[src/rtl/core/multi_queue_shortest_select_assert.svh]
// Assertion macros for the multi-queue shortest-select block.
`ifndef MULTI_QUEUE_SHORTEST_SELECT_ASSERT_SVH
`define MULTI_QUEUE_SHORTEST_SELECT_ASSERT_SVH
`ifndef SYNTH
`define MQSS_ASSERT(label, prop) \
  label: assert property (@(posedge clk) disable iff (rst) prop) \
    else $error("mqss: property violated");
`define MQSS_ASSERT_RST(label, prop) \
  label: assert property (@(posedge clk) prop) \
    else $error("mqss: reset property violated");
`else
`define MQSS_ASSERT(label, prop)
`define MQSS_ASSERT_RST(label, prop)
`endif
`endif

[src/rtl/core/mqss_pkg.sv]
// Shared types, widths and defaults for the multi-queue shortest-select block.
`timescale 1ns / 1ps
package mqss_pkg;

  localparam int NUM_QUEUES_DEF  = 4;
  localparam int QUEUE_DEPTH_DEF = 16;
  localparam int DATA_WIDTH_DEF  = 32;

  localparam int SEL_W      = 2;
  localparam int IO_DATA_W  = 32;
  localparam int SIZE_W     = 5;
  localparam int TOTAL_W    = 32;
  localparam int SHORTEST_W = 2;

  typedef enum logic {
    CMD_PUSH = 1'b0,
    CMD_POP  = 1'b1
  } cmd_t;

  typedef enum logic [3:0] {
    S_IDLE   = 4'b0001,
    S_ACCESS = 4'b0010,
    S_SELECT = 4'b0100,
    S_RESULT = 4'b1000
  } state_t;

  typedef struct packed {
    logic load;
    logic access;
    logic select;
  } dp_cmd_t;

endpackage

[src/rtl/core/mqss_ram.sv]
// Generic single-port RAM with registered read data.
`timescale 1ns / 1ps
module mqss_ram #(
  parameter int WIDTH = 32,
  parameter int DEPTH = 64
) (
  input  logic                     clk,
  input  logic                     we,
  input  logic [$clog2(DEPTH)-1:0] addr,
  input  logic [WIDTH-1:0]         wdata,
  output logic [WIDTH-1:0]         rdata
);

  logic [WIDTH-1:0] mem [DEPTH];

  always_ff @(posedge clk) begin
    if (we) begin
      mem[addr] <= wdata;
    end
    rdata <= mem[addr];
  end

endmodule

[src/rtl/core/mqss_ctrl.sv]
// Controller state machine sequencing one queue operation at a time.
`timescale 1ns / 1ps
module mqss_ctrl (
  input  logic             clk,
  input  logic             rst,
  input  logic             start,
  output logic             busy,
  output logic             done,
  output mqss_pkg::dp_cmd_t dp_cmd
);

  mqss_pkg::state_t state;
  mqss_pkg::state_t state_next;

  always_comb begin
    state_next = state;
    case (state)
      mqss_pkg::S_IDLE: begin
        if (start) begin
          state_next = mqss_pkg::S_ACCESS;
        end
      end
      mqss_pkg::S_ACCESS: begin
        state_next = mqss_pkg::S_SELECT;
      end
      mqss_pkg::S_SELECT: begin
        state_next = mqss_pkg::S_RESULT;
      end
      mqss_pkg::S_RESULT: begin
        state_next = mqss_pkg::S_IDLE;
      end
      default: begin
        state_next = mqss_pkg::S_IDLE;
      end
    endcase
  end

  always_ff @(posedge clk) begin
    if (rst) begin
      state <= mqss_pkg::S_IDLE;
    end else begin
      state <= state_next;
    end
  end

  assign busy          = (state != mqss_pkg::S_IDLE);
  assign done          = (state == mqss_pkg::S_RESULT);
  assign dp_cmd.load   = start && (state == mqss_pkg::S_IDLE);
  assign dp_cmd.access = (state == mqss_pkg::S_ACCESS);
  assign dp_cmd.select = (state == mqss_pkg::S_SELECT);

endmodule

[src/rtl/core/mqss_dp.sv]
// Datapath: queue pointers, counts, totals, entry RAM and least-occupied tree.
`timescale 1ns / 1ps
module mqss_dp #(
  parameter int NUM_QUEUES  = mqss_pkg::NUM_QUEUES_DEF,
  parameter int QUEUE_DEPTH = mqss_pkg::QUEUE_DEPTH_DEF,
  parameter int DATA_WIDTH  = mqss_pkg::DATA_WIDTH_DEF
) (
  input  logic                              clk,
  input  logic                              rst,
  input  mqss_pkg::dp_cmd_t                 dp_cmd,
  input  logic                              cmd,
  input  logic [mqss_pkg::SEL_W-1:0]        queue_sel,
  input  logic [mqss_pkg::IO_DATA_W-1:0]    push_data,
  output logic                              ok,
  output logic [mqss_pkg::IO_DATA_W-1:0]    pop_data,
  output logic [mqss_pkg::SIZE_W-1:0]       queue_size,
  output logic                              crowded,
  output logic [mqss_pkg::TOTAL_W-1:0]      total_in,
  output logic [mqss_pkg::TOTAL_W-1:0]      total_out,
  output logic [mqss_pkg::SHORTEST_W-1:0]   shortest_queue
);

  localparam int PTR_W       = $clog2(QUEUE_DEPTH);
  localparam int CNT_W       = $clog2(QUEUE_DEPTH + 1);
  localparam int QIDX_W      = $clog2(NUM_QUEUES);
  localparam int ENTRIES     = NUM_QUEUES * QUEUE_DEPTH;
  localparam int ADDR_W      = $clog2(ENTRIES);
  localparam int LEAVES      = 1 << QIDX_W;
  localparam int NODES       = 2 * LEAVES - 1;
  localparam int CROWD_LIMIT = 8 * (QUEUE_DEPTH / 10);

  logic                         cmd_q;
  logic [mqss_pkg::SEL_W-1:0]   sel_q;
  logic [DATA_WIDTH-1:0]        data_q;

  logic [PTR_W-1:0]             head      [NUM_QUEUES];
  logic [PTR_W-1:0]             tail      [NUM_QUEUES];
  logic [CNT_W-1:0]             occ       [NUM_QUEUES];
  logic [mqss_pkg::TOTAL_W-1:0] push_tot  [NUM_QUEUES];
  logic [mqss_pkg::TOTAL_W-1:0] pop_tot   [NUM_QUEUES];

  logic                         pop_ok;
  logic [mqss_pkg::SHORTEST_W-1:0] shortest;

  logic [63:0]                  push_ext;
  logic [63:0]                  rd_ext;
  logic                         sel_valid;
  logic [QIDX_W-1:0]            q;
  logic [CNT_W-1:0]             cur_occ;
  logic                         do_push;
  logic                         do_pop;
  logic [CNT_W-1:0]             occ_next;
  logic [PTR_W-1:0]             ptr;
  logic [PTR_W-1:0]             ptr_next;
  logic [mqss_pkg::TOTAL_W-1:0] push_tot_next;
  logic [mqss_pkg::TOTAL_W-1:0] pop_tot_next;
  logic [ADDR_W-1:0]            ram_addr;
  logic [DATA_WIDTH-1:0]        ram_rdata;
  logic                         ram_we;

  logic [CNT_W-1:0]             tree_cnt [NODES];
  logic [QIDX_W-1:0]            tree_idx [NODES];

  assign push_ext  = 64'(push_data);
  assign rd_ext    = 64'(ram_rdata);
  assign sel_valid = (32'(sel_q) < NUM_QUEUES);
  assign q         = QIDX_W'(sel_q);
  assign cur_occ   = occ[q];

  always_comb begin
    do_push = 1'b0;
    do_pop  = 1'b0;
    if (sel_valid) begin
      if (cmd_q == mqss_pkg::CMD_PUSH) begin
        do_push = (cur_occ != CNT_W'(QUEUE_DEPTH));
      end else begin
        do_pop = (cur_occ != '0);
      end
    end
    occ_next      = cur_occ;
    push_tot_next = push_tot[q];
    pop_tot_next  = pop_tot[q];
    if (do_push) begin
      occ_next      = cur_occ + CNT_W'(1);
      push_tot_next = push_tot[q] + mqss_pkg::TOTAL_W'(1);
    end
    if (do_pop) begin
      occ_next     = cur_occ - CNT_W'(1);
      pop_tot_next = pop_tot[q] + mqss_pkg::TOTAL_W'(1);
    end
    ptr = (cmd_q == mqss_pkg::CMD_PUSH) ? tail[q] : head[q];
    if (32'(ptr) == QUEUE_DEPTH - 1) begin
      ptr_next = '0;
    end else begin
      ptr_next = ptr + PTR_W'(1);
    end
  end

  assign ram_addr = ADDR_W'(q) * ADDR_W'(QUEUE_DEPTH) + ADDR_W'(ptr);
  assign ram_we   = dp_cmd.access && do_push;

  mqss_ram #(
    .WIDTH (DATA_WIDTH),
    .DEPTH (ENTRIES)
  ) u_ram (
    .clk   (clk),
    .we    (ram_we),
    .addr  (ram_addr),
    .wdata (data_q),
    .rdata (ram_rdata)
  );

  // Tournament tree over the counts; the left child wins ties so the lowest
  // index is kept, and unused leaves carry the largest count.
  always_comb begin
    for (int i = 0; i < LEAVES; i++) begin
      tree_idx[LEAVES-1+i] = QIDX_W'(i);
      if (i < NUM_QUEUES) begin
        tree_cnt[LEAVES-1+i] = occ[i];
      end else begin
        tree_cnt[LEAVES-1+i] = '1;
      end
    end
    for (int n = LEAVES - 2; n >= 0; n--) begin
      if (tree_cnt[2*n+2] < tree_cnt[2*n+1]) begin
        tree_cnt[n] = tree_cnt[2*n+2];
        tree_idx[n] = tree_idx[2*n+2];
      end else begin
        tree_cnt[n] = tree_cnt[2*n+1];
        tree_idx[n] = tree_idx[2*n+1];
      end
    end
  end

  always_ff @(posedge clk) begin
    if (dp_cmd.load) begin
      cmd_q  <= cmd;
      sel_q  <= queue_sel;
      data_q <= push_ext[DATA_WIDTH-1:0];
    end
    if (dp_cmd.access) begin
      ok         <= do_push || do_pop;
      pop_ok     <= do_pop;
      queue_size <= sel_valid ? mqss_pkg::SIZE_W'(occ_next) : '0;
      crowded    <= sel_valid && (32'(occ_next) > CROWD_LIMIT);
      total_in   <= sel_valid ? push_tot_next : '0;
      total_out  <= sel_valid ? pop_tot_next : '0;
    end
    if (dp_cmd.select) begin
      pop_data <= pop_ok ? rd_ext[mqss_pkg::IO_DATA_W-1:0] : '0;
      shortest <= mqss_pkg::SHORTEST_W'(tree_idx[0]);
    end
  end

  assign shortest_queue = shortest;

  always_ff @(posedge clk) begin
    if (rst) begin
      for (int i = 0; i < NUM_QUEUES; i++) begin
        head[i]     <= '0;
        tail[i]     <= '0;
        occ[i]      <= '0;
        push_tot[i] <= '0;
        pop_tot[i]  <= '0;
      end
    end else if (dp_cmd.access) begin
      occ[q]      <= occ_next;
      push_tot[q] <= push_tot_next;
      pop_tot[q]  <= pop_tot_next;
      if (do_push) begin
        tail[q] <= ptr_next;
      end
      if (do_pop) begin
        head[q] <= ptr_next;
      end
    end
  end

endmodule

[src/rtl/core/multi_queue_shortest_select.sv]
// Top level of the multi-queue bank with least-occupied queue select.
//
//   Channel   Handshake        Ports
//   --------  ---------------  ------------------------------------------------
//   command   start, busy      cmd, queue_sel, push_data
//   result    done (strobe)    ok, pop_data, queue_size, crowded, total_in,
//                              total_out, shortest_queue
//
// An item is taken when start is high and busy is low; busy then stays high
// through the access, select and result states, and the result is strobed on
// done in the result state, and a new item is taken only after that state.
// The RAM read is registered in access, the least-occupied tree in select.
// Reset clears the pointers, counts and totals at once; entries are not cleared.
// The result is shown for one cycle only and cannot be held off.
`timescale 1ns / 1ps
`include "multi_queue_shortest_select_assert.svh"
module multi_queue_shortest_select #(
  parameter int NUM_QUEUES  = mqss_pkg::NUM_QUEUES_DEF,
  parameter int QUEUE_DEPTH = mqss_pkg::QUEUE_DEPTH_DEF,
  parameter int DATA_WIDTH  = mqss_pkg::DATA_WIDTH_DEF
) (
  input  logic                              clk,
  input  logic                              rst,
  input  logic                              start,
  output logic                              busy,
  input  logic                              cmd,
  input  logic [mqss_pkg::SEL_W-1:0]        queue_sel,
  input  logic [mqss_pkg::IO_DATA_W-1:0]    push_data,
  output logic                              done,
  output logic                              ok,
  output logic [mqss_pkg::IO_DATA_W-1:0]    pop_data,
  output logic [mqss_pkg::SIZE_W-1:0]       queue_size,
  output logic                              crowded,
  output logic [mqss_pkg::TOTAL_W-1:0]      total_in,
  output logic [mqss_pkg::TOTAL_W-1:0]      total_out,
  output logic [mqss_pkg::SHORTEST_W-1:0]   shortest_queue
);

  mqss_pkg::dp_cmd_t dp_cmd;

  mqss_ctrl u_ctrl (
    .clk    (clk),
    .rst    (rst),
    .start  (start),
    .busy   (busy),
    .done   (done),
    .dp_cmd (dp_cmd)
  );

  mqss_dp #(
    .NUM_QUEUES  (NUM_QUEUES),
    .QUEUE_DEPTH (QUEUE_DEPTH),
    .DATA_WIDTH  (DATA_WIDTH)
  ) u_dp (
    .clk            (clk),
    .rst            (rst),
    .dp_cmd         (dp_cmd),
    .cmd            (cmd),
    .queue_sel      (queue_sel),
    .push_data      (push_data),
    .ok             (ok),
    .pop_data       (pop_data),
    .queue_size     (queue_size),
    .crowded        (crowded),
    .total_in       (total_in),
    .total_out      (total_out),
    .shortest_queue (shortest_queue)
  );

  `MQSS_ASSERT(a_item_latency, start && !busy |-> ##3 done)
  `MQSS_ASSERT(a_done_single, done |=> !done)
  `MQSS_ASSERT(a_fail_no_data, done && !ok |-> pop_data == '0)
  `MQSS_ASSERT_RST(a_idle_after_reset, $past(rst) |-> !busy && !done)

endmodule
[config.mk]
export PLATFORM = sky130hd
export DESIGN_NAME = multi_queue_shortest_select
export DESIGN_NICKNAME = d
export VERILOG_FILES = /design/src/rtl/core/mqss_pkg.sv /design/src/rtl/core/mqss_ram.sv /design/src/rtl/core/mqss_ctrl.sv /design/src/rtl/core/mqss_dp.sv /design/src/rtl/core/multi_queue_shortest_select.sv
export VERILOG_INCLUDE_DIRS = /design/src /design/src/rtl/core
export SDC_FILE = /design/constraint.sdc
export NUM_CORES = 2
export LEC_CHECK = 0
export ABC_AREA = 0
export CAP_MARGIN = 30
export CORE_ASPECT_RATIO = 0.8
export CORE_UTILIZATION = 44
export CTS_CLUSTER_SIZE = 24
export DETAILED_ROUTE_END_ITERATION = 8
export DONT_BUFFER_PORTS = 1
export SLEW_MARGIN = 30
export SYNTH_ARGS = -nofsm -noshare
export SYNTH_HDL_FRONTEND = slang
export SYNTH_SLANG_ARGS = --single-unit
export TNS_END_PERCENT = 20
[constraint.sdc]
create_clock -name clk -period 12.05 [get_ports clk]
set_input_delay 0.6025 -clock clk [delete_from_list [all_inputs] [get_ports clk]]
set_output_delay 0.6025 -clock clk [all_outputs]
set_load 0.05 [all_outputs]
# == Word level (Yosys, flattened, before mapping) ==
# Memory sizes are Yosys's and may differ from the RTL's. A register that Yosys moved wholly into a read port is not among the register bits.
# Cells that the tools add are included.
# op_classes
addsub,6
order_cmp,4
n_eq_ne,8
mux,50
reduce_logical,9
# op_table
op,n
two-way mux 32 bit,4
adder 32 x 1 -> 32 bit (second input constant),2
OR reduction 32 bit,2
two-way mux 5 bit,5
two-way mux 1 bit,24
two-way mux 2 bit,11
two-way mux 4 bit,5
less-than comparator 5 bit,3
one-hot mux 4 bit (3 select lines),1
equality test 4 bit (second input constant),2
OR reduction 4 bit,2
adder 6 x 4 -> 6 bit,1
adder 5 x 1 -> 5 bit (second input constant),1
greater-than comparator 5 x 4 -> 1 bit (second input constant),1
!= test 5 bit (second input constant),1
nonzero test 5 bit,1
OR reduction 5 bit,1
subtractor 5 x 1 -> 5 bit (second input constant),1
adder 4 x 1 -> 4 bit (second input constant),1
equality test 4 x 1 -> 1 bit (second input constant),1
equality test 4 x 2 -> 1 bit (second input constant),1
equality test 4 x 3 -> 1 bit (second input constant),1
!= test 4 x 1 -> 1 bit (second input constant),1
logical AND 1 bit,2
other kinds (2),2
# word_totals
reg_bits,145
mem_bits_rw,2356
output_inout_bits,107
elab_cells,95
mem_count,6
# memory_table
memory,words,word_bits,read_ports,rd_ports_with_merged_regs,wr,line,source
u_dp.u_ram.mem,64,32,1,1,1,mqss_ram.sv:14,logic [WIDTH-1:0] mem [DEPTH];
u_dp.pop_tot,4,32,1,1,4,mqss_dp.sv:40,logic [mqss_pkg::TOTAL_W-1:0] pop_tot [NUM_QUEUES];
u_dp.push_tot,4,32,1,1,4,mqss_dp.sv:39,logic [mqss_pkg::TOTAL_W-1:0] push_tot [NUM_QUEUES];
u_dp.occ,4,5,5,1,4,mqss_dp.sv:38,logic [CNT_W-1:0] occ [NUM_QUEUES];
u_dp.head,4,4,1,1,4,mqss_dp.sv:36,logic [PTR_W-1:0] head [NUM_QUEUES];
u_dp.tail,4,4,1,1,4,mqss_dp.sv:37,logic [PTR_W-1:0] tail [NUM_QUEUES];

# == Logic depth before layout (Yosys ltp) ==
# logic_depth
depth_word,8
ltp_mapped,21

# == By module ==
# A second synthesis with hierarchy kept.
# unflattened
hier_cells,5609
hier_area_um2,98781.0
# modules_own_cells
mod,n_inst,cells_each,area_per_inst_um2,seq_area_each_um2
mqss_ram,1,4239,78928.2,62139.6
mqss_dp,1,1351,19656.4,13523.0
mqss_ctrl,1,19,196.4,80.1

# == Least setup slack after synthesis ==
# No wires, ideal clock.
# synth_timing
path_type,reg2reg
startpoint,register u_ctrl.state[0]
endpoint,memory u_dp.occ[3][0] (netlist name) (enable)
setup_ns,0.422
t_arrival_ns,10.710
slack_ns,0.918
path_stages_with_launch,4
path_buffers,0
synth_period_minus_slack_ns,11.132
cell_sequence,dfxtp_1 nor4b_1 a31oi_1 inv_1
# synth_lines
item,line,source
from (decl),mqss_ctrl.sv:12,mqss_pkg::state_t state;
from (signal assigned),mqss_ctrl.sv:40,state <= mqss_pkg::S_IDLE;
from (signal assigned),mqss_ctrl.sv:42,state <= state_next;
to (decl),mqss_dp.sv:38,

==> run metrics <==
PD cells 181 mW/mm2; Netlist cell types 55; Area Growth Syn to Fin 12.8%; # setup viols final 0; fin crit share 0.480; max-cap viol count 0; cells after synthesis 5,157; area leader, netlist edfxtp_1; CP cell instances mux4_2, mux2i_1, inv_2, nand2_1, nor2_4, buf_12, buf_4, nand2_1, nor2_4, buf_4; core area 0.212 mm2; Detail Placement HPWL about 130,000 um; RSZ-0062 raised after global routing no; Fin. Hold Viols 0; Total GRT Usage 0.236; R2R cell count 10; CTS tree built; Post-Route WL 257,000 um; Post-synth EDFFs 2,497; DRC viols 0; PortBufs 0; vias per cell 6.15; Mapped Area 0.0937 mm2; GRT overflow 0; power share of the clock group 0.381; initial antenna violation count 28; met3 Usage GRT 0.0722; grt peak-use layer met2; first-pass GRT wire length 365,000 um; sequential element share of the synthesized area 0.808; CP Data Required Time between 10 and 15 ns; die height 415 um; clock latency at the later pin of the worst-skew pair around 0.87 ns; Inserted Clock Buffers 226; GR Util met1 0.346; Worst-Margin Slew 1.04 ns; setup_tns 0 ns; Multi-input gate area around 0.017 mm2; num rows approximately 150; dominant cells by area after synthesis edfxtp_1, a22oi_1, a22o_1; share of cells above drive strength 1 0.126; Max VDD drop 162 uV; Slew Viols, Final 0; Psw 4660 uW; Initial Util 0.443; FILL cells between 15,000 and 20,000; Synth top area share 0.800; PostCTS Resize Cnt 0; Placer Congestion between 0.8 and 0.9; Die Area 0.215 mm2; # H-tree levels 4; Max clock buf depth 3; leakage power 0.0331 uW; Cells on Worst Hold Path 1; Syn. warnings 0; Sequential Power Share 0.521; Final Worst Setup Slack ~6.3 ns; syn avg cell area about 18 um2; most frequent cells in the layout edfxtp_1, a22oi_1, nor2_1; critical path endpoint category flop; antenna viol nets, final 0; clock sink total 2,535; Sw Ratio 0.244; Max-slew headroom 0.303; clk root buf clkbuf_16; r2r endpoint u_dp.u_ram.mem[39][9]; Max Fclk 0.173 GHz; CP max stage delay between 0.8 and 0.9 ns; drt wl/cell 30.9 um; First-pass DRT Iterations 6; clk_skew 0.0346 ns; CP Data Arrival Time 6.28 ns; Worst Hold Path EP u_dp.tail[2][1]; Pwr Total 19,100 uW; Worst Min Path Start rst; crit-path max FO 120; syn nets 5,212; Die X 518 um; minimum clock period after layout 5.78 ns; Seq cells post-synth between 2,000 and 3,000; number of global-route vias before repair 49,300; M2 GR Usage 0.346; num ports approximately 150; post-CTS setup buffers 0; Internal ~14,000 uW; ys async rst share 0; Reg area 0.0758 mm2; CTS Hold Buffers Added 38; largest net degree at the start of global routing roughly 140; Detailed Route Iter0 Violations 6,579; Startpoint Class flop; clock slew at reported path FFs 0.06 ns; pre-CTS WS between 6 and 7 ns; Min Hold Slack 0.0817 ns; commonest non-fill, non-tap cell in the layout edfxtp_1; critical path class reg2reg; CP max stage cell buf_4; min-delay worst type in2reg; status complete, no violations; R2R Setup Slk ~6.3 ns; nets@finish 5,315; via count 51,100; Comb power frac 0.098; Synth Flop Type edfxtp_1
## power by group through the flow
stage	combinational [uW]	sequential, uW	clock (uW)
3_5_place_dp	1830	10200	0
5_1_grt	1990	9980	7720
6_report	1870	9970	7290
3_3_place_gp	1810	10200	0
4_1_cts	1850	9980	7370
2_1_floorplan	1080	10200	0
## per-stage QoR
step | utilization | cell area, um2 | instances
after floorplan | - | 93700 | 5157
after global placement | 0.461 | 97600 | 7814
after detailed placement | 0.463 | 97900 | 7824
after CTS | 0.500 | 106000 | 8289
after global routing | 0.500 | 106000 | 8292
final | 0.500 | 106000 | 8305
## sequential cells by signal, summed over array words and instances (netlist names), 5 cells and up, named ones only
register and flops:
u_dp.u_ram.mem 2048, u_dp.pop_tot 128, u_dp.push_tot 128, u_dp.data_q 32, u_dp.pop_data 32, u_dp.total_in 32, u_dp.total_out 32, u_dp.u_ram.rdata 32
u_dp.occ 20, u_dp.head 16, u_dp.tail 16, u_dp.queue_size 5
## worst max-delay path by stage
stage,end,cells after the start
6_report,u_dp.u_ram.mem[39][9],10
5_1_grt,u_dp.u_ram.mem[39][9],10
4_1_cts,u_dp.u_ram.mem[39][9],10
3_5_place_dp,u_dp.u_ram.mem[39][8],10
3_3_place_gp,u_dp.u_ram.mem[39][11],10
2_1_floorplan,u_dp.occ[3][0],3
## synth_stat cells, types with 40 or more instances
cell / number
nor2_1: 413
inv_1: 107
a31oi_1: 216
buf_1: 45
or4_1: 55
edfxtp_1: 2497
a221oi_1: 226
a22o_1: 227
buf_2: 85
clkbuf_1: 161
mux4_2: 77
nand2_1: 55
nand4_1: 53
xnor2_1: 40
a22oi_1: 574
## layer usage
layer | routed length, um | part of all wire
met4 | 4950 | 0.019
met2 | 114000 | 0.44
met3 | 29800 | 0.12
met5 | 66 | 0.00026
met1 | 108000 | 0.42
## critical path, delay by kind of cell, from the launching register on
| kind | cells | cell delay (ns) |
|---|---|---|
| DFF | 1 | 0.75 |
| and+or+nand+nor | 4 | 1.90 |
| muxes | 2 | 0.54 |
| buffers and inverters | 4 | 2.13 |
## cells by family (layout without fill, tap and decap cells)
group / Yosys count / after routing / synth area share
xor gates and xnor gates: 65 / 65 / 0.00607
AOI/OAI and AO/OA: 1323 / 1323 / 0.109
buffers and inverters: 430 / 732 / 0.0199
and+or+nand+nor: 698 / 698 / 0.0349
other: 0 / 16 / 0
DFF: 2535 / 2535 / 0.808
muxes: 89 / 89 / 0.0200
adders and majority gates: 17 / 17 / 0.00227
## final cells by class
cell class	count	area share
diodes	16	0.000379
multi-input cells	2192	0.158
flip-flops and latches	2535	0.716
clock buffers	274	0.0556
inverters	109	0.00388
clock inverters	153	0.0147
well taps	2830	0.0335
repair buffers	196	0.0176
(Power assumes the default switching activity.)
